<file path="config.mk">
export PLATFORM = sky130hd
export DESIGN_NAME = grid_index_text_to_coords_unit
export DESIGN_NICKNAME = d
export VERILOG_FILES = /design/src/hdl/gitc_pkg.sv /design/src/hdl/gitc_ctrl.sv /design/src/hdl/gitc_dp.sv /design/src/hdl/grid_index_text_to_coords_unit.sv
export SDC_FILE = /design/constraint.sdc
export NUM_CORES = 2
export LEC_CHECK = 0
export BUFFER_PORTS_ARGS = -buffer_cell sky130_fd_sc_hd__buf_2
export CAP_MARGIN = 20
export CELL_PAD_IN_SITES_DETAIL_PLACEMENT = 0
export CELL_PAD_IN_SITES_GLOBAL_PLACEMENT = 1
export CORE_ASPECT_RATIO = 0.6
export CORE_MARGIN = 5
export CORE_UTILIZATION = 50
export CTS_CLUSTER_DIAMETER = 100
export DETAILED_ROUTE_END_ITERATION = 10
export PLACE_DENSITY = 0.81
export SYNTH_ARGS = -nofsm -noshare
export SYNTH_HDL_FRONTEND = slang
export SYNTH_SLANG_ARGS = --single-unit
</file>
<file path="constraint.sdc">
create_clock -name aclk -period 8.6 [get_ports aclk]
set_input_delay 0.43 -clock aclk [delete_from_list [all_inputs] [get_ports aclk]]
set_output_delay 0.43 -clock aclk [all_outputs]
set_load 0.01 [all_outputs]
</file>
<file path="src/hdl/gitc_pkg.sv">
`timescale 1ns / 1ps

package gitc_pkg;

    // Coordinate count of the grid (2 or 3) and coordinate width limit
    localparam int NUM_COORDS  = 3;
    localparam int COORD_BITS  = 16;

    localparam int ACC_W       = 32;            // parsed number width
    localparam int EXT_W       = 17;            // extent register width
    localparam int OUT_W       = 16;            // coordinate output width
    localparam int PROD_W      = 2 * EXT_W;     // extent_i * extent_j
    localparam int NSEEN_W     = 3;
    localparam int DIV_CNT_W   = $clog2(ACC_W + 1);
    localparam bit HAS_K       = (NUM_COORDS >= 3);

    localparam logic [7:0] CHAR_ZERO = 8'h30;
    localparam logic [7:0] CHAR_NINE = 8'h39;

    // coordinate must stay below min(2**COORD_BITS, 2**OUT_W)
    localparam logic [ACC_W:0] COORD_LIMIT = (COORD_BITS < OUT_W) ?
        ((ACC_W + 1)'(1) << COORD_BITS) : ((ACC_W + 1)'(1) << OUT_W);

    // register map, index = paddr[3:2]
    localparam logic [1:0] REG_EXTENT_I = 2'd0;
    localparam logic [1:0] REG_EXTENT_J = 2'd1;
    localparam logic [1:0] REG_EXTENT_K = 2'd2;
    localparam logic [1:0] REG_THREE_D  = 2'd3;

    typedef enum logic [2:0] {
        ST_IDLE,
        ST_PREP,
        ST_DIV1_GO,
        ST_DIV1_RUN,
        ST_DIV2_GO,
        ST_DIV2_RUN,
        ST_CHECK
    } state_t;

    typedef struct packed {
        logic [EXT_W-1:0] extent_i;
        logic [EXT_W-1:0] extent_j;
        logic [EXT_W-1:0] extent_k;
        logic             three_d;
    } cfg_t;

    typedef struct packed {
        logic parse;        // accepted character beat
        logic calc;         // latch flags, product, direct coordinates
        logic div_go;       // start divider
        logic div_second;   // second division (remainder / extent_i)
        logic cap_first;    // capture first division result
        logic cap_second;   // capture second division result
        logic load_out;     // load output register, clear parser
    } cmd_t;

    typedef struct packed {
        logic linear;       // single number, split by extents
        logic is3;
        logic div_busy;
        logic out_free;
    } status_t;

endpackage

</file>
<file path="src/hdl/gitc_ctrl.sv">
`timescale 1ns / 1ps

module gitc_ctrl (
    input  logic             aclk,
    input  logic             aresetn,
    input  logic             s_tvalid,
    input  logic             s_tlast,
    output logic             s_tready,
    input  gitc_pkg::status_t sts,
    output gitc_pkg::cmd_t    cmd
);
    import gitc_pkg::*;

    state_t state_reg, state_next;

    always_ff @(posedge aclk) begin
        if (!aresetn) begin
            state_reg <= ST_IDLE;
        end else begin
            state_reg <= state_next;
        end
    end

    always_comb begin
        state_next = state_reg;
        cmd        = '0;
        s_tready   = 1'b0;
        unique case (state_reg)
            ST_IDLE: begin
                s_tready  = 1'b1;
                cmd.parse = s_tvalid;
                if (s_tvalid && s_tlast) begin
                    state_next = ST_PREP;
                end
            end
            ST_PREP: begin
                cmd.calc   = 1'b1;
                state_next = ST_DIV1_GO;
            end
            ST_DIV1_GO: begin
                if (sts.linear) begin
                    cmd.div_go = 1'b1;
                    state_next = ST_DIV1_RUN;
                end else begin
                    state_next = ST_CHECK;
                end
            end
            ST_DIV1_RUN: begin
                if (!sts.div_busy) begin
                    cmd.cap_first = 1'b1;
                    state_next    = sts.is3 ? ST_DIV2_GO : ST_CHECK;
                end
            end
            ST_DIV2_GO: begin
                cmd.div_go     = 1'b1;
                cmd.div_second = 1'b1;
                state_next     = ST_DIV2_RUN;
            end
            ST_DIV2_RUN: begin
                if (!sts.div_busy) begin
                    cmd.cap_second = 1'b1;
                    state_next     = ST_CHECK;
                end
            end
            ST_CHECK: begin
                if (sts.out_free) begin
                    cmd.load_out = 1'b1;
                    state_next   = ST_IDLE;
                end
            end
            default: begin
                state_next = ST_IDLE;
            end
        endcase
    end

endmodule

</file>
<file path="src/hdl/gitc_dp.sv">
`timescale 1ns / 1ps

module gitc_dp (
    input  logic                          aclk,
    input  logic                          aresetn,
    input  gitc_pkg::cfg_t                cfg,
    input  gitc_pkg::cmd_t                cmd,
    output gitc_pkg::status_t             sts,
    input  logic [7:0]                    char_code,
    input  logic                          last_char,
    input  logic                          m_tready,
    output logic                          m_tvalid,
    output logic                          index_valid,
    output logic [gitc_pkg::OUT_W-1:0]    coord_i,
    output logic [gitc_pkg::OUT_W-1:0]    coord_j,
    output logic [gitc_pkg::OUT_W-1:0]    coord_k
);
    import gitc_pkg::*;

    // parser state
    logic [ACC_W-1:0]   acc_reg, acc_next;
    logic               inside_reg, inside_next;
    logic [NSEEN_W-1:0] nseen_reg, nseen_next;
    logic               ovf_reg, ovf_next;
    logic [ACC_W-1:0]   vals_reg [3];

    // resolve state
    logic [PROD_W-1:0]  mij_reg;
    logic               linear_reg, okb_reg;
    logic [ACC_W-1:0]   ci_reg, cj_reg, ck_reg;

    // divider
    logic [ACC_W-1:0]     quot_reg;
    logic [PROD_W-1:0]    rem_reg, dvs_reg;
    logic [DIV_CNT_W-1:0] dcnt_reg;

    // output register
    logic               tvalid_reg;
    logic               ivalid_reg;
    logic [OUT_W-1:0]   oi_reg, oj_reg, ok_reg;

    logic               is3;
    logic [NSEEN_W-1:0] need;
    logic               is_digit;
    logic [ACC_W+3:0]   acc_x10;
    logic               sat;
    logic [ACC_W-1:0]   acc_dig;
    logic               do_close, close_in, store_num;
    logic [ACC_W-1:0]   close_acc;
    logic               ok0;
    logic [PROD_W:0]    rem_sh;
    logic [PROD_W+1:0]  sub;
    logic               in_range;

    assign is3  = cfg.three_d && HAS_K;
    assign need = is3 ? NSEEN_W'(3) : NSEEN_W'(2);

    // character parsing
    always_comb begin
        is_digit  = (char_code >= CHAR_ZERO) && (char_code <= CHAR_NINE);
        acc_x10   = ({4'b0, acc_reg} << 3) + ({4'b0, acc_reg} << 1)
                  + (ACC_W + 4)'(char_code - CHAR_ZERO);
        sat       = |acc_x10[ACC_W+3:ACC_W];
        acc_dig   = sat ? {ACC_W{1'b1}} : acc_x10[ACC_W-1:0];
        do_close  = !is_digit || last_char;
        close_acc = is_digit ? acc_dig : acc_reg;
        close_in  = is_digit || inside_reg;
        store_num = cmd.parse && do_close && close_in && (nseen_reg < need);

        acc_next    = acc_reg;
        inside_next = inside_reg;
        nseen_next  = nseen_reg;
        ovf_next    = ovf_reg;
        if (cmd.parse) begin
            acc_next    = do_close ? '0 : acc_dig;
            inside_next = !do_close;
            if (is_digit && sat && (nseen_reg < need)) begin
                ovf_next = 1'b1;
            end
            if (store_num) begin
                nseen_next = nseen_reg + NSEEN_W'(1);
            end
        end
        if (cmd.load_out) begin
            acc_next    = '0;
            inside_next = 1'b0;
            nseen_next  = '0;
            ovf_next    = 1'b0;
        end
    end

    always_ff @(posedge aclk) begin
        if (!aresetn) begin
            acc_reg    <= '0;
            inside_reg <= 1'b0;
            nseen_reg  <= '0;
            ovf_reg    <= 1'b0;
        end else begin
            acc_reg    <= acc_next;
            inside_reg <= inside_next;
            nseen_reg  <= nseen_next;
            ovf_reg    <= ovf_next;
        end
    end

    always_ff @(posedge aclk) begin
        if (store_num) begin
            vals_reg[nseen_reg[1:0]] <= close_acc;
        end
    end

    // resolve: flags, product, coordinates
    assign ok0 = !ovf_reg && (cfg.extent_i != '0) && (cfg.extent_j != '0)
               && (!is3 || (cfg.extent_k != '0));

    always_comb begin
        rem_sh = {rem_reg, quot_reg[ACC_W-1]};
        sub    = {1'b0, rem_sh} - {2'b0, dvs_reg};
    end

    always_ff @(posedge aclk) begin
        if (cmd.calc) begin
            mij_reg    <= PROD_W'(cfg.extent_i) * PROD_W'(cfg.extent_j);
            linear_reg <= ok0 && (nseen_reg == NSEEN_W'(1));
            okb_reg    <= ok0 && ((nseen_reg == NSEEN_W'(1)) || (nseen_reg == need));
            ci_reg     <= vals_reg[0];
            cj_reg     <= vals_reg[1];
            ck_reg     <= is3 ? vals_reg[2] : '0;
        end
        if (cmd.cap_first) begin
            if (is3) begin
                ck_reg <= quot_reg;
            end else begin
                ci_reg <= rem_reg[ACC_W-1:0];
                cj_reg <= quot_reg;
                ck_reg <= '0;
            end
        end
        if (cmd.cap_second) begin
            ci_reg <= rem_reg[ACC_W-1:0];
            cj_reg <= quot_reg;
        end
    end

    // restoring divider, one quotient bit a cycle
    always_ff @(posedge aclk) begin
        if (!aresetn) begin
            dcnt_reg <= '0;
        end else if (cmd.div_go) begin
            dcnt_reg <= DIV_CNT_W'(ACC_W);
        end else if (dcnt_reg != '0) begin
            dcnt_reg <= dcnt_reg - DIV_CNT_W'(1);
        end
    end

    always_ff @(posedge aclk) begin
        if (cmd.div_go) begin
            rem_reg <= '0;
            if (cmd.div_second) begin
                quot_reg <= rem_reg[ACC_W-1:0];
                dvs_reg  <= PROD_W'(cfg.extent_i);
            end else begin
                quot_reg <= vals_reg[0];
                dvs_reg  <= is3 ? mij_reg : PROD_W'(cfg.extent_i);
            end
        end else if (dcnt_reg != '0) begin
            if (!sub[PROD_W+1]) begin
                rem_reg  <= sub[PROD_W-1:0];
                quot_reg <= {quot_reg[ACC_W-2:0], 1'b1};
            end else begin
                rem_reg  <= rem_sh[PROD_W-1:0];
                quot_reg <= {quot_reg[ACC_W-2:0], 1'b0};
            end
        end
    end

    // range check and output register
    always_comb begin
        in_range = okb_reg
            && (ci_reg < ACC_W'(cfg.extent_i)) && (cj_reg < ACC_W'(cfg.extent_j))
            && ({1'b0, ci_reg} < COORD_LIMIT) && ({1'b0, cj_reg} < COORD_LIMIT)
            && (!is3 || ((ck_reg < ACC_W'(cfg.extent_k))
                         && ({1'b0, ck_reg} < COORD_LIMIT)));
    end

    always_ff @(posedge aclk) begin
        if (!aresetn) begin
            tvalid_reg <= 1'b0;
        end else if (cmd.load_out) begin
            tvalid_reg <= 1'b1;
        end else if (m_tready) begin
            tvalid_reg <= 1'b0;
        end
    end

    always_ff @(posedge aclk) begin
        if (cmd.load_out) begin
            ivalid_reg <= in_range;
            oi_reg     <= in_range ? ci_reg[OUT_W-1:0] : '0;
            oj_reg     <= in_range ? cj_reg[OUT_W-1:0] : '0;
            ok_reg     <= in_range ? ck_reg[OUT_W-1:0] : '0;
        end
    end

    assign sts.linear   = linear_reg;
    assign sts.is3      = is3;
    assign sts.div_busy = (dcnt_reg != '0);
    assign sts.out_free = !tvalid_reg || m_tready;

    assign m_tvalid    = tvalid_reg;
    assign index_valid = ivalid_reg;
    assign coord_i     = oi_reg;
    assign coord_j     = oj_reg;
    assign coord_k     = ok_reg;

endmodule

</file>
<file path="src/hdl/grid_index_text_to_coords_unit.sv">
`timescale 1ns / 1ps

// Grid index text to coordinates.
// Input stream: one character per beat, s_tdata[7:0] = char_code, s_tlast marks
// the final character of an index string. Digit runs form unsigned decimal
// numbers; any other byte separates them.
// Output stream: one beat per string, m_tdata = {coord_k, coord_j, coord_i},
// m_tuser = index_valid. Invalid results carry all-zero coordinates.
// Config (APB, 32-bit data): 0x0 extent_i, 0x4 extent_j, 0x8 extent_k, 0xC three_d.
// After the final beat the parsed numbers are latched; a coordinate list then
// goes to the range check, while a linear index is first split by the shared
// 32-step restoring divider (one quotient bit per cycle, two divisions in 3D,
// one in 2D). Throughput: one character per cycle while s_tready is high;
// after the final beat s_tready stays low while the string is resolved.
// s_tready drops from the final beat until the result is loaded into the
// output register; characters of the next string are then taken while the
// result still waits for m_tready. A stalled receiver holds the result and
// only blocks the resolve of the following string.
// Reset (aresetn low, synchronous) clears parser state and the output valid,
// and sets extents to 1 and three_d to 1.

module grid_index_text_to_coords_unit (
    input  logic        aclk,
    input  logic        aresetn,
    // input stream
    input  logic        s_tvalid,
    output logic        s_tready,
    input  logic [7:0]  s_tdata,    // [7:0] char_code
    input  logic        s_tlast,    // last_char
    // result stream
    output logic        m_tvalid,
    input  logic        m_tready,
    output logic [47:0] m_tdata,    // [15:0] coord_i, [31:16] coord_j, [47:32] coord_k
    output logic        m_tuser,    // index_valid
    // configuration
    input  logic        psel,
    input  logic        penable,
    input  logic        pwrite,
    input  logic [3:0]  paddr,
    input  logic [31:0] pwdata,
    output logic [31:0] prdata,
    output logic        pready
);
    import gitc_pkg::*;

    logic [EXT_W-1:0] ext_i_reg, ext_j_reg, ext_k_reg;
    logic             three_d_reg;
    logic             cfg_wr;
    cfg_t             cfg;
    cmd_t             cmd;
    status_t          sts;
    logic [OUT_W-1:0] coord_i, coord_j, coord_k;

    // register file
    assign pready = 1'b1;
    assign cfg_wr = psel && penable && pwrite && pready;

    always_ff @(posedge aclk) begin
        if (!aresetn) begin
            ext_i_reg   <= EXT_W'(1);
            ext_j_reg   <= EXT_W'(1);
            ext_k_reg   <= EXT_W'(1);
            three_d_reg <= 1'b1;
        end else if (cfg_wr) begin
            unique case (paddr[3:2])
                REG_EXTENT_I: ext_i_reg   <= pwdata[EXT_W-1:0];
                REG_EXTENT_J: ext_j_reg   <= pwdata[EXT_W-1:0];
                REG_EXTENT_K: ext_k_reg   <= pwdata[EXT_W-1:0];
                REG_THREE_D:  three_d_reg <= pwdata[0];
                default: ;
            endcase
        end
    end

    always_comb begin
        unique case (paddr[3:2])
            REG_EXTENT_I: prdata = 32'(ext_i_reg);
            REG_EXTENT_J: prdata = 32'(ext_j_reg);
            REG_EXTENT_K: prdata = 32'(ext_k_reg);
            REG_THREE_D:  prdata = 32'(three_d_reg);
            default:      prdata = '0;
        endcase
    end

    assign cfg.extent_i = ext_i_reg;
    assign cfg.extent_j = ext_j_reg;
    assign cfg.extent_k = ext_k_reg;
    assign cfg.three_d  = three_d_reg;

    gitc_ctrl u_ctrl (
        .aclk     (aclk),
        .aresetn  (aresetn),
        .s_tvalid (s_tvalid),
        .s_tlast  (s_tlast),
        .s_tready (s_tready),
        .sts      (sts),
        .cmd      (cmd)
    );

    gitc_dp u_dp (
        .aclk        (aclk),
        .aresetn     (aresetn),
        .cfg         (cfg),
        .cmd         (cmd),
        .sts         (sts),
        .char_code   (s_tdata),
        .last_char   (s_tlast),
        .m_tready    (m_tready),
        .m_tvalid    (m_tvalid),
        .index_valid (m_tuser),
        .coord_i     (coord_i),
        .coord_j     (coord_j),
        .coord_k     (coord_k)
    );

    assign m_tdata = {coord_k, coord_j, coord_i};

    // invalid result carries zero coordinates
    a_invalid_zero: assert property (@(posedge aclk) disable iff (!aresetn)
        m_tvalid && !m_tuser |-> m_tdata == '0)
        else $error("invalid result with non-zero coordinates");

    // final beat closes the input until the result is resolved
    a_last_stalls: assert property (@(posedge aclk) disable iff (!aresetn)
        s_tvalid && s_tready && s_tlast |=> !s_tready)
        else $error("input accepted straight after final beat");

    // a new result is only loaded while the input is held off
    a_load_stalled: assert property (@(posedge aclk) disable iff (!aresetn)
        $rose(m_tvalid) |-> !$past(s_tready))
        else $error("result loaded while input open");

    // valid coordinates lie inside the i and j extents
    a_in_range: assert property (@(posedge aclk) disable iff (!aresetn)
        m_tvalid && m_tuser |-> (EXT_W'(m_tdata[15:0]) < ext_i_reg)
                              && (EXT_W'(m_tdata[31:16]) < ext_j_reg))
        else $error("valid result outside grid extents");

endmodule
</file>
==> results.ini <==
[setup_path]
crit_chain = inv_1 -> nor2_1 -> fa_1 -> fa_1 -> fa_1 -> fa_1 -> fa_1 -> inv_1 -> fa_1 -> inv_1 -> ha_1 -> a21o_1 -> a21o_1 -> a211oi_1 -> a211oi_1 -> o21a_1 -> a211o_1 -> a41oi_1 -> o21bai_1 -> xnor2_1
crit_path_start_kind = register
setup.worst_path.end_class = register
cp_common_cell = fa_1
cp.required_ns = 8.95
critPathKind = register to register
crit_arrival_ns = 7.57
cp_max_fo = 12
crit_path_top_delay_cell = dfxtp_1
slowest_delay_ns = 0.73

[yosys]
ys_seq_elements = 476
ys_warn_count = 0
synth-seq-area-share = 0.359
synth_cell_types = 80
synthFlopType = edfxtp_1
synth-edff-count = 279
ys_async_sr_fraction = 0
syn_inst = 3608
syn_area_per_cell_um2 = 9.50
netlist_area_mm2 = 0.0343

[clock_tree]
cts_buffers = 47
cts_max_level = 2
cts.path.max_buffers = 3
holdBufCountCts = 0
path_clk_slew_ns = 0.07
clk_latency_ns = 0.63
post_cts_buffers = 0
cts.root.buffer_cell = clkbuf_16
cts_tree = built
cts.sinks = 476
cts_resized = 0

[routing]
postRouteAntennaNets = 0
routed_wirelength_um = 108000
wl_per_cell_um = 23.5
drc = 0
drtIter0Drc = 2930
vias = 26900
dr.pass1.iters = 6
viasPerCell = 5.87

[sta]
rsz0062_at_grt = no
drv_slew = 0
tightest_slew_ns = 1.17
period_minus_slack_ns = 7.22
fmax_mhz = 138
fin_crit_sh = 0.840
setup_viol = 0
slew_headroom = 0.219
layout_setup_ws_ns = 1.38
final-hold-violation-count = 0
skew_ns = 0.0403
fin_setup_tns_ns = 0

[power_and_ir_drop]
power.leakage_nw = 15.7
powerDensity_mw_per_mm2 = 221
vdd_drop_max_v = 0.000176

[layout]
drive_gt1_frac = 0.0781
fin_nets = 4167
largest_reg_flops = 96
layout.cells.most_common_list = nand2_1 (535), inv_1 (373), nor2_1 (296)
final_common_cell = nand2_1
n_fill_cell = 6106
ff_latch_area_mm2 = 0.0123
multi_input_comb_area_mm2 = 0.0198
syn2layout_area_growth_pct = 8.86

[global_route]
antenna_found_initial = 2
grt_max_degree = 85
grt_usage = 0.288
grt.overflow.total = 0
grt_pass1_wl_um = 161000
grt_pass1_vias = 25200

[floorplan]
start_util = 0.505
coreArea_mm2 = 0.0680
die_area_mm2 = 0.0741
io_pins = 136
die_y_um = 213
die_w_um = 348
rows = 74

[hold_path]
hp-class = input port to register

[placement]
port_buffers = 102
post-dp-hpwl_um = 81600
gp_congestion = 1.01
place_ws_ns = 1.50

[flow_run]
maxCapViolCount = 0

[status]
status = finished, final reports clean

[metal layers]
| layer | up-vias | global-route usage | part of all wire |
|---|---|---|---|
| li1 | 12300 | - | - |
| met1 | 13000 | 0.468 | 0.49 |
| met2 | 1414 | 0.354 | 0.36 |
| met3 | 105 | 0.115 | 0.14 |
| met4 | 0 | 0.0490 | 0.016 |
| met5 | - | 0 | 0 |
[cells by family (layout without fill, tap and decap cells)]
family	count (synthesis)	after routing	synth area share
and+or+nand+nor	1140	1140	0.147
AOI/OAI and AO/OA	710	710	0.134
buffers and inverters	589	631	0.0674
adders and majority gates	490	490	0.235
DFF	476	476	0.359
muxes	121	121	0.0359
xor gates and xnor gates	80	80	0.0207
other	2	17	0.000219
[metrics by stage]
step / std cells / utilization / hold WS (ns) / cell area (um2) / total power [mW]
floorplan: 3622 / - / 0.432 / 34300 / 5.12
global placement: 4485 / 0.524 / 0.438 / 35600 / 5.95
detailed placement: 4487 / 0.525 / 0.445 / 35700 / 5.98
CTS: 4575 / 0.549 / 0.0646 / 37300 / 8.22
global route: 4576 / 0.549 / 0.0758 / 37300 / 8.70
finish: 4577 / 0.549 / 0.0856 / 37300 / 8.25
[report_power, final]
part	internal (mW)	total (mW)	switching, mW
registers	2.91	3.46	0.550
logic	1.03	2.54	1.51
clock network	1.24	2.24	0.998
[critical path, delay by kind of cell, from the launching register on]
kind,cells,cell delay [ns]
DFF,1,0.73
adders and majority gates,7,3.53
buffers and inverters,3,0.63
xor gates and xnor gates,1,0.14
and+or+nand+nor,1,0.27
AOI/OAI and AO/OA,8,1.65
[layout make-up]
class / instances / share of cell area
Clock inverter: 32 / 0.0104
Multi-Input combinational cell: 2557 / 0.531
Clock buffer: 56 / 0.0335
Sequential cell: 476 / 0.330
Timing Repair Buffer: 161 / 0.0263
Inverter: 382 / 0.0384
Antenna cell: 1 / 0.0000670
Tap cell: 912 / 0.0306
[synthesized netlist by cell type, types with 5 or more instances]
cell       number  area [um2]
nand3_1        42         210
a211oi_1       17         128
o41ai_1         9        78.8
o21bai_1        9        67.6
mux2i_1       118        1180
buf_1          17        63.8
clkinv_1        7        26.3
a21boi_0       87         653
a211o_1         8        70.1
a21o_1         57         428
nor3_1         31         155
a311oi_1       33         289
nor2_1        298        1120
nor3b_1        52         390
o21a_1         25         188
and2_1         44         275
a22o_1          6        52.6
fa_1          256        5120
nor4_1         33         206
xor2_1         18         158
ha_1          234        2930
a31oi_1        38         238
buf_4          16         120
edfxtp_1      279        8380
or2_2           5        31.3
o31ai_1         8        60.1
or3_1          12        75.1
nand4_1        24         150
o211ai_1       12        90.1
xnor2_1        61         534
buf_2           9        45.0
nand2_1       536        2010
inv_1         374        1400
clkbuf_1      161         604
nor2b_1        15        93.8
o2111ai_1       8        70.1
nand2b_1       20         125
dfxtp_1       197        3940
a21oi_1       197         986
a31o_2          6        52.6
a2111oi_0       5        43.8
and3_1         16         100
o21ai_0       150         751
[path summary, 6_finish.rpt]
path / startpoint / to / slack [ns] / cells past startpoint
worst min register to register: u_dp.acc_reg[3] / u_dp.acc_reg[3] / 0.45 / 2
worst max-delay path: ext_i_reg[5] / u_dp.mij_reg[33] / 1.38 / 20
worst max register to register: ext_i_reg[5] / u_dp.mij_reg[33] / 1.38 / 20
worst min-delay path: pwdata[10] / ext_k_reg[10] / 0.09 / 3
Note: power is estimated with default switching activity, not from simulation.
